### src/hw/rtl/mpbp_pkg.sv
// ----------------------------------------------------------------------------
// MQTT packet body parser package
// Shared types, packet codes and the protocol name table for the parser.
// ----------------------------------------------------------------------------
package mpbp_pkg;

    // Control packet type codes as they appear in the fixed header.
    localparam logic [3:0] TYPE_CONNECT     = 4'd1;
    localparam logic [3:0] TYPE_CONNACK     = 4'd2;
    localparam logic [3:0] TYPE_PUBLISH     = 4'd3;
    localparam logic [3:0] TYPE_SUBSCRIBE   = 4'd8;
    localparam logic [3:0] TYPE_UNSUBSCRIBE = 4'd10;
    localparam logic [3:0] TYPE_PINGREQ     = 4'd12;

    // Reported packet kinds.
    localparam logic [2:0] PK_OTHER       = 3'd0;
    localparam logic [2:0] PK_CONNECT     = 3'd1;
    localparam logic [2:0] PK_CONNACK     = 3'd2;
    localparam logic [2:0] PK_PUBLISH     = 3'd3;
    localparam logic [2:0] PK_SUBSCRIBE   = 3'd4;
    localparam logic [2:0] PK_UNSUBSCRIBE = 3'd5;
    localparam logic [2:0] PK_PING        = 3'd6;

    // Kinds of a streamed byte.
    localparam logic [1:0] BK_NONE      = 2'd0;
    localparam logic [1:0] BK_CLIENT_ID = 2'd1;
    localparam logic [1:0] BK_TOPIC     = 2'd2;
    localparam logic [1:0] BK_MESSAGE   = 2'd3;

    typedef enum logic [3:0] {
        PH_IDLE     = 4'd0,
        PH_CNAMELEN = 4'd1,
        PH_CNAME    = 4'd2,
        PH_CSKIP    = 4'd3,
        PH_CKEEP    = 4'd4,
        PH_CIDLEN   = 4'd5,
        PH_CID      = 4'd6,
        PH_PTLEN    = 4'd7,
        PH_PTOPIC   = 4'd8,
        PH_PMSG     = 4'd9,
        PH_PID      = 4'd10,
        PH_TLEN     = 4'd11,
        PH_TOPIC    = 4'd12,
        PH_SQOS     = 4'd13,
        PH_TAIL     = 4'd14,
        PH_HALT     = 4'd15
    } t_phase;

    typedef struct packed {
        logic [3:0] packet_type;
        logic [7:0] body_byte;
        logic       byte_present;
        logic       last_byte;
    } t_item;

    typedef struct packed {
        logic [1:0]  byte_kind;
        logic [7:0]  byte_value;
        logic [7:0]  topic_entry;
        logic        packet_done;
        logic        accepted;
        logic        malformed;
        logic [2:0]  packet_kind;
        logic [15:0] keep_alive;
        logic [7:0]  chosen_entry;
    } t_result;

    // Characters of the protocol name "MQTT".
    function automatic logic [7:0] proto_char(input logic [1:0] idx);
        logic [7:0] c;
        unique case (idx)
            2'd0: c = 8'h4D;
            2'd1: c = 8'h51;
            2'd2: c = 8'h54;
            2'd3: c = 8'h54;
        endcase
        return c;
    endfunction

endpackage

### src/hw/rtl/mqtt_packet_body_parser_top.sv
// ----------------------------------------------------------------------------
// MQTT packet body parser
// Parses MQTT control packet bodies one byte per request and streams the
// client id, topic and message bytes with a verdict on the last byte.
// ----------------------------------------------------------------------------
// Each request produces exactly one result: the request is held in the input register
// and parsed, and its result is held in the result register. The
// parser takes one request every cycle as long as the result side drains;
// the rate is set by the combinational parse step that updates the packet
// state between the two registers. The input side stalls only when both
// registers are full and the result is stalled, and during reset.
module mqtt_packet_body_parser_top
    import mpbp_pkg::*;
#(
    parameter int unsigned ENTRY_INDEX_MAX = 255
) (
    input  logic        i_clk,
    input  logic        i_rst_n,
    input  logic        i_in_valid,
    output logic        o_in_stall,
    input  logic [3:0]  i_packet_type,
    input  logic [7:0]  i_body_byte,
    input  logic        i_byte_present,
    input  logic        i_last_byte,
    output logic        o_out_valid,
    input  logic        i_out_stall,
    output logic [1:0]  o_byte_kind,
    output logic [7:0]  o_byte_value,
    output logic [7:0]  o_topic_entry,
    output logic        o_packet_done,
    output logic        o_accepted,
    output logic        o_malformed,
    output logic [2:0]  o_packet_kind,
    output logic [15:0] o_keep_alive,
    output logic [7:0]  o_chosen_entry
);

    logic    r_in_vld;
    t_item   r_item;
    logic    r_out_vld;
    t_result r_result;
    t_result s_result;
    logic    out_free;
    logic    step;
    logic    in_take;

    assign out_free   = !r_out_vld || !i_out_stall;
    assign step       = r_in_vld && out_free;
    assign o_in_stall = !i_rst_n || (r_in_vld && !out_free);
    assign in_take    = i_in_valid && !o_in_stall;

    always_ff @(posedge i_clk) begin
        if (!i_rst_n) begin
            r_in_vld <= 1'b0;
        end else if (in_take) begin
            r_in_vld <= 1'b1;
        end else if (step) begin
            r_in_vld <= 1'b0;
        end
    end

    always_ff @(posedge i_clk) begin
        if (in_take) begin
            r_item.packet_type  <= i_packet_type;
            r_item.body_byte    <= i_body_byte;
            r_item.byte_present <= i_byte_present;
            r_item.last_byte    <= i_last_byte;
        end
    end

    mpbp_parse_core #(
        .ENTRY_INDEX_MAX(ENTRY_INDEX_MAX)
    ) u_core (
        .i_clk    (i_clk),
        .i_rst_n  (i_rst_n),
        .i_step   (step),
        .i_item   (r_item),
        .o_result (s_result)
    );

    always_ff @(posedge i_clk) begin
        if (!i_rst_n) begin
            r_out_vld <= 1'b0;
        end else if (step) begin
            r_out_vld <= 1'b1;
        end else if (!i_out_stall) begin
            r_out_vld <= 1'b0;
        end
    end

    always_ff @(posedge i_clk) begin
        if (step) begin
            r_result <= s_result;
        end
    end

    assign o_out_valid    = r_out_vld;
    assign o_byte_kind    = r_result.byte_kind;
    assign o_byte_value   = r_result.byte_value;
    assign o_topic_entry  = r_result.topic_entry;
    assign o_packet_done  = r_result.packet_done;
    assign o_accepted     = r_result.accepted;
    assign o_malformed    = r_result.malformed;
    assign o_packet_kind  = r_result.packet_kind;
    assign o_keep_alive   = r_result.keep_alive;
    assign o_chosen_entry = r_result.chosen_entry;

endmodule

### src/hw/rtl/mpbp_parse_core.sv
// ----------------------------------------------------------------------------
// MQTT parser core
// Holds the per-packet parse state and works out the result of one request
// in a single combinational pass; state advances when i_step is high.
// ----------------------------------------------------------------------------
module mpbp_parse_core
    import mpbp_pkg::*;
#(
    parameter int unsigned ENTRY_INDEX_MAX = 255
) (
    input  logic    i_clk,
    input  logic    i_rst_n,
    input  logic    i_step,
    input  t_item   i_item,
    output t_result o_result
);

    localparam int unsigned ENTRY_CAP_INT = (ENTRY_INDEX_MAX > 255) ? 255 : ENTRY_INDEX_MAX;
    localparam logic [7:0]  ENTRY_CAP     = 8'(ENTRY_CAP_INT);

    t_phase      r_phase, n_phase;
    logic [15:0] r_rem, n_rem;
    logic [7:0]  r_shift, n_shift;
    logic [15:0] r_keep, n_keep;
    logic [7:0]  r_entry, n_entry;
    logic        r_err, n_err;
    logic        r_hit, n_hit;
    logic [3:0]  r_type, n_type;

    logic [1:0]  s_kind;
    logic [7:0]  s_topic_entry;

    always_comb begin : next_state
        t_phase      ph;
        logic [15:0] rem;
        logic [15:0] rem_dec;
        logic [15:0] len;
        logic        done;
        logic [7:0]  b;

        b = i_item.body_byte;

        // A packet starts on the first request after idle.
        if (r_phase == PH_IDLE) begin
            n_type  = i_item.packet_type;
            n_err   = 1'b0;
            n_hit   = 1'b0;
            n_keep  = '0;
            n_entry = '0;
            n_shift = '0;
            unique case (i_item.packet_type)
                TYPE_CONNECT: begin
                    ph  = PH_CNAMELEN;
                    rem = 16'd2;
                end
                TYPE_PUBLISH: begin
                    ph  = PH_PTLEN;
                    rem = 16'd2;
                end
                TYPE_SUBSCRIBE, TYPE_UNSUBSCRIBE: begin
                    ph  = PH_PID;
                    rem = 16'd2;
                end
                default: begin
                    ph  = PH_TAIL;
                    rem = '0;
                end
            endcase
        end else begin
            n_type  = r_type;
            n_err   = r_err;
            n_hit   = r_hit;
            n_keep  = r_keep;
            n_entry = r_entry;
            n_shift = r_shift;
            ph      = r_phase;
            rem     = r_rem;
        end

        done    = (rem <= 16'd1);
        rem_dec = done ? 16'd0 : rem - 16'd1;
        len     = {n_shift, b};

        n_phase       = ph;
        n_rem         = rem;
        s_kind        = BK_NONE;
        s_topic_entry = '0;

        if (i_item.byte_present) begin
            unique case (ph)
                PH_CNAMELEN, PH_CIDLEN, PH_PTLEN, PH_PID, PH_TLEN: begin
                    n_rem = rem_dec;
                    if (!done) begin
                        n_shift = b;
                    end else begin
                        n_shift = '0;
                        unique case (ph)
                            PH_CNAMELEN: begin
                                if (len != 16'd4) begin
                                    n_err   = 1'b1;
                                    n_phase = PH_HALT;
                                    n_rem   = '0;
                                end else begin
                                    n_phase = PH_CNAME;
                                    n_rem   = 16'd4;
                                end
                            end
                            PH_CIDLEN: begin
                                n_phase = (len == 16'd0) ? PH_TAIL : PH_CID;
                                n_rem   = len;
                            end
                            PH_PTLEN: begin
                                n_phase = (len == 16'd0) ? PH_PMSG : PH_PTOPIC;
                                n_rem   = len;
                            end
                            PH_PID: begin
                                n_phase = PH_TLEN;
                                n_rem   = 16'd2;
                            end
                            default: begin
                                // Topic length of an entry or of the single topic.
                                if (len != 16'd0) begin
                                    n_phase = PH_TOPIC;
                                    n_rem   = len;
                                end else if (n_type == TYPE_SUBSCRIBE) begin
                                    n_phase = PH_SQOS;
                                    n_rem   = 16'd1;
                                end else begin
                                    n_phase = PH_TAIL;
                                    n_rem   = '0;
                                end
                            end
                        endcase
                    end
                end
                PH_CNAME: begin
                    if (b != proto_char(2'(16'd0 - rem))) begin
                        n_err   = 1'b1;
                        n_phase = PH_HALT;
                        n_rem   = '0;
                    end else if (done) begin
                        n_phase = PH_CSKIP;
                        n_rem   = 16'd2;
                    end else begin
                        n_rem = rem_dec;
                    end
                end
                PH_CSKIP: begin
                    if (done) begin
                        n_phase = PH_CKEEP;
                        n_rem   = 16'd2;
                    end else begin
                        n_rem = rem_dec;
                    end
                end
                PH_CKEEP: begin
                    n_keep = {n_keep[7:0], b};
                    if (done) begin
                        n_phase = PH_CIDLEN;
                        n_rem   = 16'd2;
                    end else begin
                        n_rem = rem_dec;
                    end
                end
                PH_CID: begin
                    s_kind = BK_CLIENT_ID;
                    n_rem  = rem_dec;
                    if (done) begin
                        n_phase = PH_TAIL;
                    end
                end
                PH_PTOPIC: begin
                    s_kind = BK_TOPIC;
                    n_rem  = rem_dec;
                    if (done) begin
                        n_phase = PH_PMSG;
                    end
                end
                PH_PMSG: begin
                    s_kind = BK_MESSAGE;
                    n_hit  = 1'b1;
                end
                PH_TOPIC: begin
                    s_kind        = BK_TOPIC;
                    s_topic_entry = (n_type == TYPE_SUBSCRIBE) ? n_entry : 8'd0;
                    n_rem         = rem_dec;
                    if (done) begin
                        if (n_type == TYPE_SUBSCRIBE) begin
                            n_phase = PH_SQOS;
                            n_rem   = 16'd1;
                        end else begin
                            n_phase = PH_TAIL;
                        end
                    end
                end
                PH_SQOS: begin
                    if (b == 8'd0) begin
                        n_hit   = 1'b1;
                        n_phase = PH_HALT;
                        n_rem   = '0;
                    end else begin
                        if (n_entry < ENTRY_CAP) begin
                            n_entry = n_entry + 8'd1;
                        end
                        n_phase = PH_TLEN;
                        n_rem   = 16'd2;
                    end
                end
                PH_IDLE, PH_TAIL, PH_HALT: begin
                    n_phase = ph;
                end
            endcase
        end
    end

    always_comb begin : result_out
        o_result              = '0;
        o_result.byte_kind    = s_kind;
        o_result.byte_value   = (s_kind != BK_NONE) ? i_item.body_byte : 8'd0;
        o_result.topic_entry  = s_topic_entry;
        o_result.packet_done  = i_item.last_byte;
        if (i_item.last_byte) begin
            o_result.keep_alive = n_keep;
            unique case (n_type)
                TYPE_CONNECT: begin
                    o_result.packet_kind = PK_CONNECT;
                    o_result.accepted    = !n_err && (n_phase == PH_TAIL);
                    o_result.malformed   = !(!n_err && (n_phase == PH_TAIL));
                end
                TYPE_CONNACK: begin
                    o_result.packet_kind = PK_CONNACK;
                end
                TYPE_PUBLISH: begin
                    o_result.packet_kind = PK_PUBLISH;
                    o_result.accepted    = !n_err && (n_phase == PH_PMSG) && n_hit;
                    o_result.malformed   = !(!n_err && (n_phase == PH_PMSG) && n_hit);
                end
                TYPE_SUBSCRIBE: begin
                    o_result.packet_kind = PK_SUBSCRIBE;
                    // Ending cleanly on an entry boundary without a match is a rejection.
                    priority if (!n_err && n_hit) begin
                        o_result.accepted     = 1'b1;
                        o_result.chosen_entry = n_entry;
                    end else if (!n_err && (n_phase == PH_TLEN) && (n_rem == 16'd2)) begin
                        o_result.accepted = 1'b0;
                    end else begin
                        o_result.malformed = 1'b1;
                    end
                end
                TYPE_UNSUBSCRIBE: begin
                    o_result.packet_kind = PK_UNSUBSCRIBE;
                    o_result.accepted    = !n_err && (n_phase == PH_TAIL);
                    o_result.malformed   = !(!n_err && (n_phase == PH_TAIL));
                end
                TYPE_PINGREQ: begin
                    o_result.packet_kind = PK_PING;
                    o_result.accepted    = 1'b1;
                end
                default: begin
                    o_result.packet_kind = PK_OTHER;
                end
            endcase
        end
    end

    always_ff @(posedge i_clk) begin
        if (!i_rst_n) begin
            r_phase <= PH_IDLE;
            r_rem   <= '0;
            r_shift <= '0;
            r_keep  <= '0;
            r_entry <= '0;
            r_err   <= 1'b0;
            r_hit   <= 1'b0;
            r_type  <= '0;
        end else if (i_step) begin
            r_phase <= i_item.last_byte ? PH_IDLE : n_phase;
            r_rem   <= n_rem;
            r_shift <= n_shift;
            r_keep  <= n_keep;
            r_entry <= n_entry;
            r_err   <= n_err;
            r_hit   <= n_hit;
            r_type  <= n_type;
        end
    end

endmodule

### config.mk
export PLATFORM = sky130hd
export DESIGN_NAME = mqtt_packet_body_parser_top
export DESIGN_NICKNAME = d
export VERILOG_FILES = /design/src/hw/rtl/mpbp_pkg.sv /design/src/hw/rtl/mqtt_packet_body_parser_top.sv /design/src/hw/rtl/mpbp_parse_core.sv
export SDC_FILE = /design/constraint.sdc
export NUM_CORES = 1
export LEC_CHECK = 0
export ABC_CLOCK_PERIOD_IN_PS = 5650
export BUFFER_PORTS_ARGS = -buffer_cell sky130_fd_sc_hd__buf_2
export CAP_MARGIN = 20
export CORE_UTILIZATION = 42
export DETAILED_ROUTE_END_ITERATION = 16
export GPL_ROUTABILITY_DRIVEN = 0
export PLACE_DENSITY = 0.64
export SLEW_MARGIN = 20
export SYNTH_ARGS = -nofsm -noshare
export SYNTH_HDL_FRONTEND = slang
export SYNTH_SLANG_ARGS = --single-unit
export TNS_END_PERCENT = 30
### constraint.sdc
create_clock -name i_clk -period 5.65 [get_ports i_clk]
set_input_delay 1.13 -clock i_clk [delete_from_list [all_inputs] [get_ports i_clk]]
set_output_delay 1.13 -clock i_clk [all_outputs]
set_load 0.03 [all_outputs]
# --- Word level (Yosys, flattened, before mapping) ---
# Cells that the tools add are included.
totals:
  regBits: 122
  output_inout_bits: 50
op_classes:
  n_addsub: 3
  n_lt_le_gt_ge: 2
  n_eq_ne: 33
  muxes: 74
  reduce_logical: 37
ops:
  columns: ["op", "count"]
  rows:
  - ["$mux 16", 12]
  - ["$pmux 16 s6", 1]
  - ["$mux 8", 11]
  - ["$mux 4", 15]
  - ["$eq 4x4->1 const B", 14]
  - ["$pmux 16 s3", 1]
  - ["$pmux 4 s8", 1]
  - ["$pmux 8 s3", 1]
  - ["$eq 4x2->1 const B", 5]
  - ["$mux 1", 18]
  - ["$pmux 3 s6", 1]
  - ["$eq 16x2->1 const B", 1]
  - ["$eq 4x3->1 const B", 4]
  - ["$le 16x1->1 const B", 1]
  - ["$logic_not 16->1", 1]
  - ["$ne 16x3->1 const B", 1]
  - ["$pmux 4 s4", 1]
  - ["$reduce_bool 16->1", 1]
  - ["$sub 16x1->16 const B", 1]
  - ["$reduce_or 2->1", 7]
  - ["$eq 4x1->1 const B", 3]
  - ["$pmux 4 s3", 1]
  - ["$logic_and 1x1->1", 9]
  - ["$add 8x1->8 const B", 1]
  - ["other kinds (21)", 37]

# --- Logic depth before layout (Yosys ltp) ---
logic_depth:
  depth_word: 20
  depth_mapped: 19
  mapped_depth_nobuf: 15

# --- Modules after synthesis ---
# From an unflattened synthesis, not the netlist that was laid out.
unflattened:
  cells_unflattened: 802
  area_unflattened_um2: 7144.4
by_module_without_submodules:
  columns: ["mod", "instances", "cells_each", "area_each_um2", "seq_area_each_um2"]
  rows:
  - ["mpbp_parse_core", 1, 729, 5195.0, 1161.1]
  - ["mqtt_packet_body_parser_top", 1, 73, 1949.4, 1901.8]

# --- Worst setup path after synthesis ---
# Ideal clock, no wire load.
synth_timing:
  kind: "register -> register"
  start: "reg u_core.r_phase[0]"
  end: "reg r_result, in the netlist o_malformed, data pin"
  setup_time_ps: 265
  arrival_ps: 4108
  setup_slack_ps: 1277
  path_stages_with_launch: 18
  path_buffers: 4
  period_less_slack_ps: 4373
  cell_sequence: "dfxtp_1 -> buf_6 -> or4_1 -> buf_6 -> clkbuf_8 -> clkbuf_1 -> a21oi_1 -> ha_1 -> nor3b_1 -> o211ai_1 -> o21ai_0 -> nand3_1 -> o21ai_1 -> o41ai_1 -> nand4_1 -> or4_1 -> o311ai_1 -> nand3_1"
synth_via:
  elab_chain_cells: 18
  elab_cells_between_ends: 97
synth_rtl:
  columns: ["item", "line", "source"]
  rows:
  - ["from (decl)", "mpbp_parse_core.sv:21", "t_phase r_phase, n_phase;"]
  - ["from (signal assigned)", "mpbp_parse_core.sv:277", "r_phase <= i_item.last_byte ? PH_IDLE : n_phase;"]
  - ["$logic_not 4->1", "mpbp_parse_core.sv:44", "if (r_phase == PH_IDLE) begin"]
  - ["$mux 16", "mpbp_parse_core.sv:44", null]
  - ["$sub 1x2->2", "mpbp_parse_core.sv:137", "if (b != proto_char(2'(16'd0 - rem))) begin"]
  - ["$eq 2x2->1", "mpbp_pkg.sv:71", "unique case (idx)"]
  - ["$reduce_or 2->1 (no source line)", null, null]
  - ["$pmux 8 s3", "mpbp_pkg.sv:71", null]
  - ["$mux 8", "mpbp_parse_core.sv:90", "unique case (ph)"]
  - ["$mux 8", "mpbp_parse_core.sv:89", "if (i_item.byte_present) begin"]
  - ["$ne 8x8->1", "mpbp_parse_core.sv:137", null]
  - ["$mux 4 or $mux 1 (tied branches)", "mpbp_parse_core.sv:137", null]
  - ["$pmux 4 s8 or $pmux 1 s2 (tied branches)", "mpbp_parse_core.sv:90", null]
  - ["$mux 4 or $mux 1 (tied branches)", "mpbp_parse_core.sv:89", null]
  - ["$eq 4x4->1 or $logic_not 1->1 (tied branches)", null, null]
  - ["$logic_and 1x1->1 (2 in series)", "mpbp_parse_core.sv:244", "end else if (!n_err && (n_phase == PH_TLEN) && (n_rem == 16'd2)) begin"]
  - ["$mux 1", "mpbp_parse_core.sv:244", null]
  - ["$mux 1", "mpbp_parse_core.sv:241", "priority if (!n_err && n_hit) begin"]
  - ["$pmux 1 s3 *", "mpbp_parse_core.sv:224", "unique case (n_type)"]
  - ["to (signal assigned)", "mqtt_packet_body_parser_top.sv:93", "r_result <= s_result;"]
  - ["to (decl)", "mqtt_packet_body_parser_top.sv:41", "t_result r_result;"]
# Mark *: on every way between the ends. The rest lies on a longest branch, timed or not. The select of a mux whose other input is x is not followed.
# A chain may end at the register's enable or synchronous reset.

# --- Worst setup path after layout ---
layout_timing:
  start: "reg u_core.r_phase[3]"
  end: "reg r_result, in the netlist o_malformed, data pin"
# Same word-level chain as after synthesis.

==> reports/qor.json <==
{
  "critical_path": {
    "startpoint_type": "flip-flop",
    "worst_ep_required_time_ns": 5.82,
    "kind_of_critical_path": "reg2reg",
    "cp_max_fo": 43,
    "data_arrival_time_of_the_critical_path_ns": 5.10,
    "setup.worst_path.end_class": "flip-flop"
  },
  "sta": {
    "worst_clock_skew_ns": 0.01217,
    "hold_viol": 0,
    "timing.fmax_ghz": 0.2027,
    "period_share_pct": 87.30,
    "finalMaxSlewViolations": 0,
    "rsz0062_at_grt": "false",
    "final_period_minus_worst_setup_slack_ns": 4.933,
    "final.setup.tns_ns": 0,
    "final-setup-viol-count": 0,
    "worstMarginPinSlew_ns": 0.9474,
    "max_slew_margin_pct": 36.36
  },
  "cts": {
    "post-cts-setup-buffer-count": 0,
    "gates_resized_cts_repair": 0,
    "clk-insertion-delay-late_ns": 0.43,
    "cts_num_sinks": 122,
    "clk_transition_reported_paths_ns": 0.06,
    "cts_tree": "built",
    "hold_buffers": 0,
    "numCtsBuffers": 17,
    "h-tree-depth": 4,
    "clock_tree.root_cell": "sky130_fd_sc_hd__clkbuf_16",
    "cts.path.max_buffers": 2
  },
  "power_and_ir_drop": {
    "powerDensity_mw_per_mm2": 310.8,
    "power_frac_comb_pct": 16.1,
    "peakVddDrop_uv": 231.4,
    "power.share.clock_pct": 45.4,
    "p_leak_nw": 3.037,
    "power.net_switching_uw": 714.9,
    "seq_power_share_pct": 38.5,
    "internal_power_mw": 1.838,
    "switching_share_pct": 28.00
  },
  "finish": {
    "antenna_cells_inserted": 0,
    "layout.filler_cells": 1577,
    "final_common_cell": "sky130_fd_sc_hd__nand2_1",
    "nets": 857,
    "post_layout_nonfiller_instances": 1068,
    "most_frequent_cells_in_the_layout": "98 x sky130_fd_sc_hd__nand2_1, 67 x sky130_fd_sc_hd__buf_2, 62 x sky130_fd_sc_hd__edfxtp_1, 60 x sky130_fd_sc_hd__dfxtp_1, 48 x sky130_fd_sc_hd__o21ai_0",
    "drive_gt1_share_pct": 19.10,
    "area_added_between_synthesis_and_finish_pct": 16.36
  },
  "drt": {
    "drcViolationCount": 0,
    "route.detailed.vias_per_inst": 6.096,
    "route.vias.total": 6511,
    "antenna_violating_nets_post_route": 0,
    "avgRoutedWirePerCell_um": 19.14,
    "dr.pass1.iters": 6,
    "wirelength_um": 20440,
    "drt_iter0_drc": 819
  },
  "global_routing": {
    "grt.overflow.total": 0,
    "antenna_violations_before_repair": 0,
    "number_of_global_route_vias_before_repair": 5730,
    "grt_first_pass_wirelength_um": 31840,
    "grt_start_max_net_pins": 61,
    "globalRouteTotalUtil_pct": 23.76
  },
  "synth": {
    "syn_area_per_cell_um2": 9.121,
    "postSynth.topFlopCell": "sky130_fd_sc_hd__edfxtp_1",
    "synth-seq-cells": 122,
    "synthXorXnorAreaFrac_pct": 1.365,
    "main_combinational_cell_family_by_area_after_synthesis": "simple AND/OR/NAND/NOR gates",
    "synth-simple-area-share_pct": 25.90,
    "synthDistinctLibCells": 90,
    "synth_fa_ha_area_share_pct": 0.7090,
    "synthesis.area_mm2": 0.007059,
    "synth_top_area_share_pct": 26.37,
    "synthesis.yosys.warnings": 0,
    "synth-async-reset-ratio_pct": 0,
    "synth_top_cells_by_area": "sky130_fd_sc_hd__edfxtp_1 26%, sky130_fd_sc_hd__dfxtp_1 17%, sky130_fd_sc_hd__nand2_1 5.2%",
    "synthesis.nets": 796,
    "synth_compound_area_share_pct": 23.25,
    "yosys-mux-area-fraction_pct": 0.9217,
    "synth-seq-area-share_pct": 43.39,
    "postSynthCellCount": 774,
    "synth_top_cell_by_area": "sky130_fd_sc_hd__edfxtp_1",
    "number_of_synthesized_flops_with_an_enable_pin": 62
  },
  "worst_hold_path": {
    "hold_class": "reg2reg"
  },
  "floorplan": {
    "floorplan_core_area_mm2": 0.01652,
    "start_util_pct": 42.72,
    "floorplan.die.width_um": 131.6,
    "die_span_in_y_um": 131.6,
    "i_o_pin_count": 68,
    "num_rows": 47,
    "fp.dieArea_mm2": 0.01733
  },
  "placement": {
    "port-buffer-count": 67,
    "dp_hpwl_um": 13980,
    "cell_count_after_placement": 1036
  },
  "run": {
    "max-cap-violations": 0
  },
  "outcome": {
    "run_status": "completed"
  }
}
==> power by group through the flow <==
stage          Sequential (mW)  Clock [mW]  Combinational, mW
2_1_floorplan             1.02           0              0.268
3_3_place_gp              1.00           0              0.397
3_5_place_dp              1.00           0              0.396
4_1_cts                  0.983        1.17              0.397
5_1_grt                  0.986        1.20              0.437
6_report                 0.984        1.16              0.410
==> sequential cells by signal, indices dropped and copies added (netlist names) <==
signal / cells
o_out_valid: 1
u_core.r_rem: 16
o_keep_alive: 16
u_core.r_keep: 16
o_packet_kind: 3
r_item: 14
o_topic_entry: 8
u_core.r_err: 1
u_core.r_phase: 4
u_core.r_shift: 8
o_byte_value: 8
o_accepted: 1
o_chosen_entry: 8
u_core.r_hit: 1
u_core.r_entry: 8
u_core.r_type: 4
o_byte_kind: 2
o_malformed: 1
r_in_vld: 1
o_packet_done: 1
==> final cells by class <==
type	instances	area (µm²)	area share, %
clock buffer	20	446.7	5.438
clock inverter	12	171.4	2.087
inverter	15	56.30	0.6855
multi-input combinational	590	3697	45.01
sequential	122	3063	37.29
tap	220	275.3	3.351
timing repair buffer	89	504.2	6.139
==> stage by stage <==
step	util [%]	hold WS, ns	setup WS, ns	area (µm²)	power, mW
2_1_floorplan	-	0.4559	1.277	7059	1.290
3_3_place_gp	45.84	0.4705	1.029	7575	1.398
3_5_place_dp	45.97	0.4898	0.8527	7596	1.397
4_1_cts	49.71	0.5069	0.8419	8214	2.545
5_1_grt	49.71	0.5368	0.4830	8214	2.626
6_report	49.71	0.5003	0.7173	8214	2.553
==> critical path: stages, from the launching register on <==
cell	delay (ns)
sky130_fd_sc_hd__dfxtp_1	0.30
sky130_fd_sc_hd__or4_2	0.74
sky130_fd_sc_hd__buf_4	0.31
sky130_fd_sc_hd__nand2_1	0.19
sky130_fd_sc_hd__ha_1	0.31
sky130_fd_sc_hd__nor3b_1	0.09
sky130_fd_sc_hd__o211ai_1	0.39
sky130_fd_sc_hd__o31ai_1	0.26
sky130_fd_sc_hd__o21ai_0	0.54
sky130_fd_sc_hd__o21ai_0	0.22
sky130_fd_sc_hd__nor4_1	0.34
sky130_fd_sc_hd__nand4b_1	0.15
sky130_fd_sc_hd__or4_1	0.43
sky130_fd_sc_hd__o311ai_1	0.28
sky130_fd_sc_hd__nand3_1	0.10
==> routing by layer <==
metal,GRT usage [%],share of wire (%)
met2,34.13,43
met3,6.674,9.6
met4,8.915,2.6
met5,0,0
met1,33.63,45
==> cell usage after synthesis, types with 16 or more instances <==
library cell and instances:
sky130_fd_sc_hd__nand2_1 98, sky130_fd_sc_hd__edfxtp_1 62, sky130_fd_sc_hd__dfxtp_1 60, sky130_fd_sc_hd__o21ai_0 48, sky130_fd_sc_hd__nor2_1 43, sky130_fd_sc_hd__nor2b_1 42, sky130_fd_sc_hd__a21oi_1 39, sky130_fd_sc_hd__a22oi_1 32
sky130_fd_sc_hd__clkbuf_1 31, sky130_fd_sc_hd__nand3_1 26, sky130_fd_sc_hd__and2_1 23, sky130_fd_sc_hd__nor3_1 16
==> worst paths after layout <==
path,slack (ns),to,cells after the start,start
setup / recovery,0.72,o_malformed,14,u_core.r_phase[3]
hold / removal,0.50,u_core.r_hit,2,u_core.r_hit
hold reg to reg,0.50,u_core.r_hit,2,u_core.r_hit
setup reg to reg,0.72,o_malformed,14,u_core.r_phase[3]
==> logic make-up after synthesis <==
kind of cell | after synthesis
xor gates and xnor gates | 11
AOI/OAI and AO/OA | 233
buffers and inverters | 62
and+or+nand+nor | 336
DFF | 122
adders and majority gates | 4
muxes | 6
No activity file was read; power rests on OpenSTA's default activity.
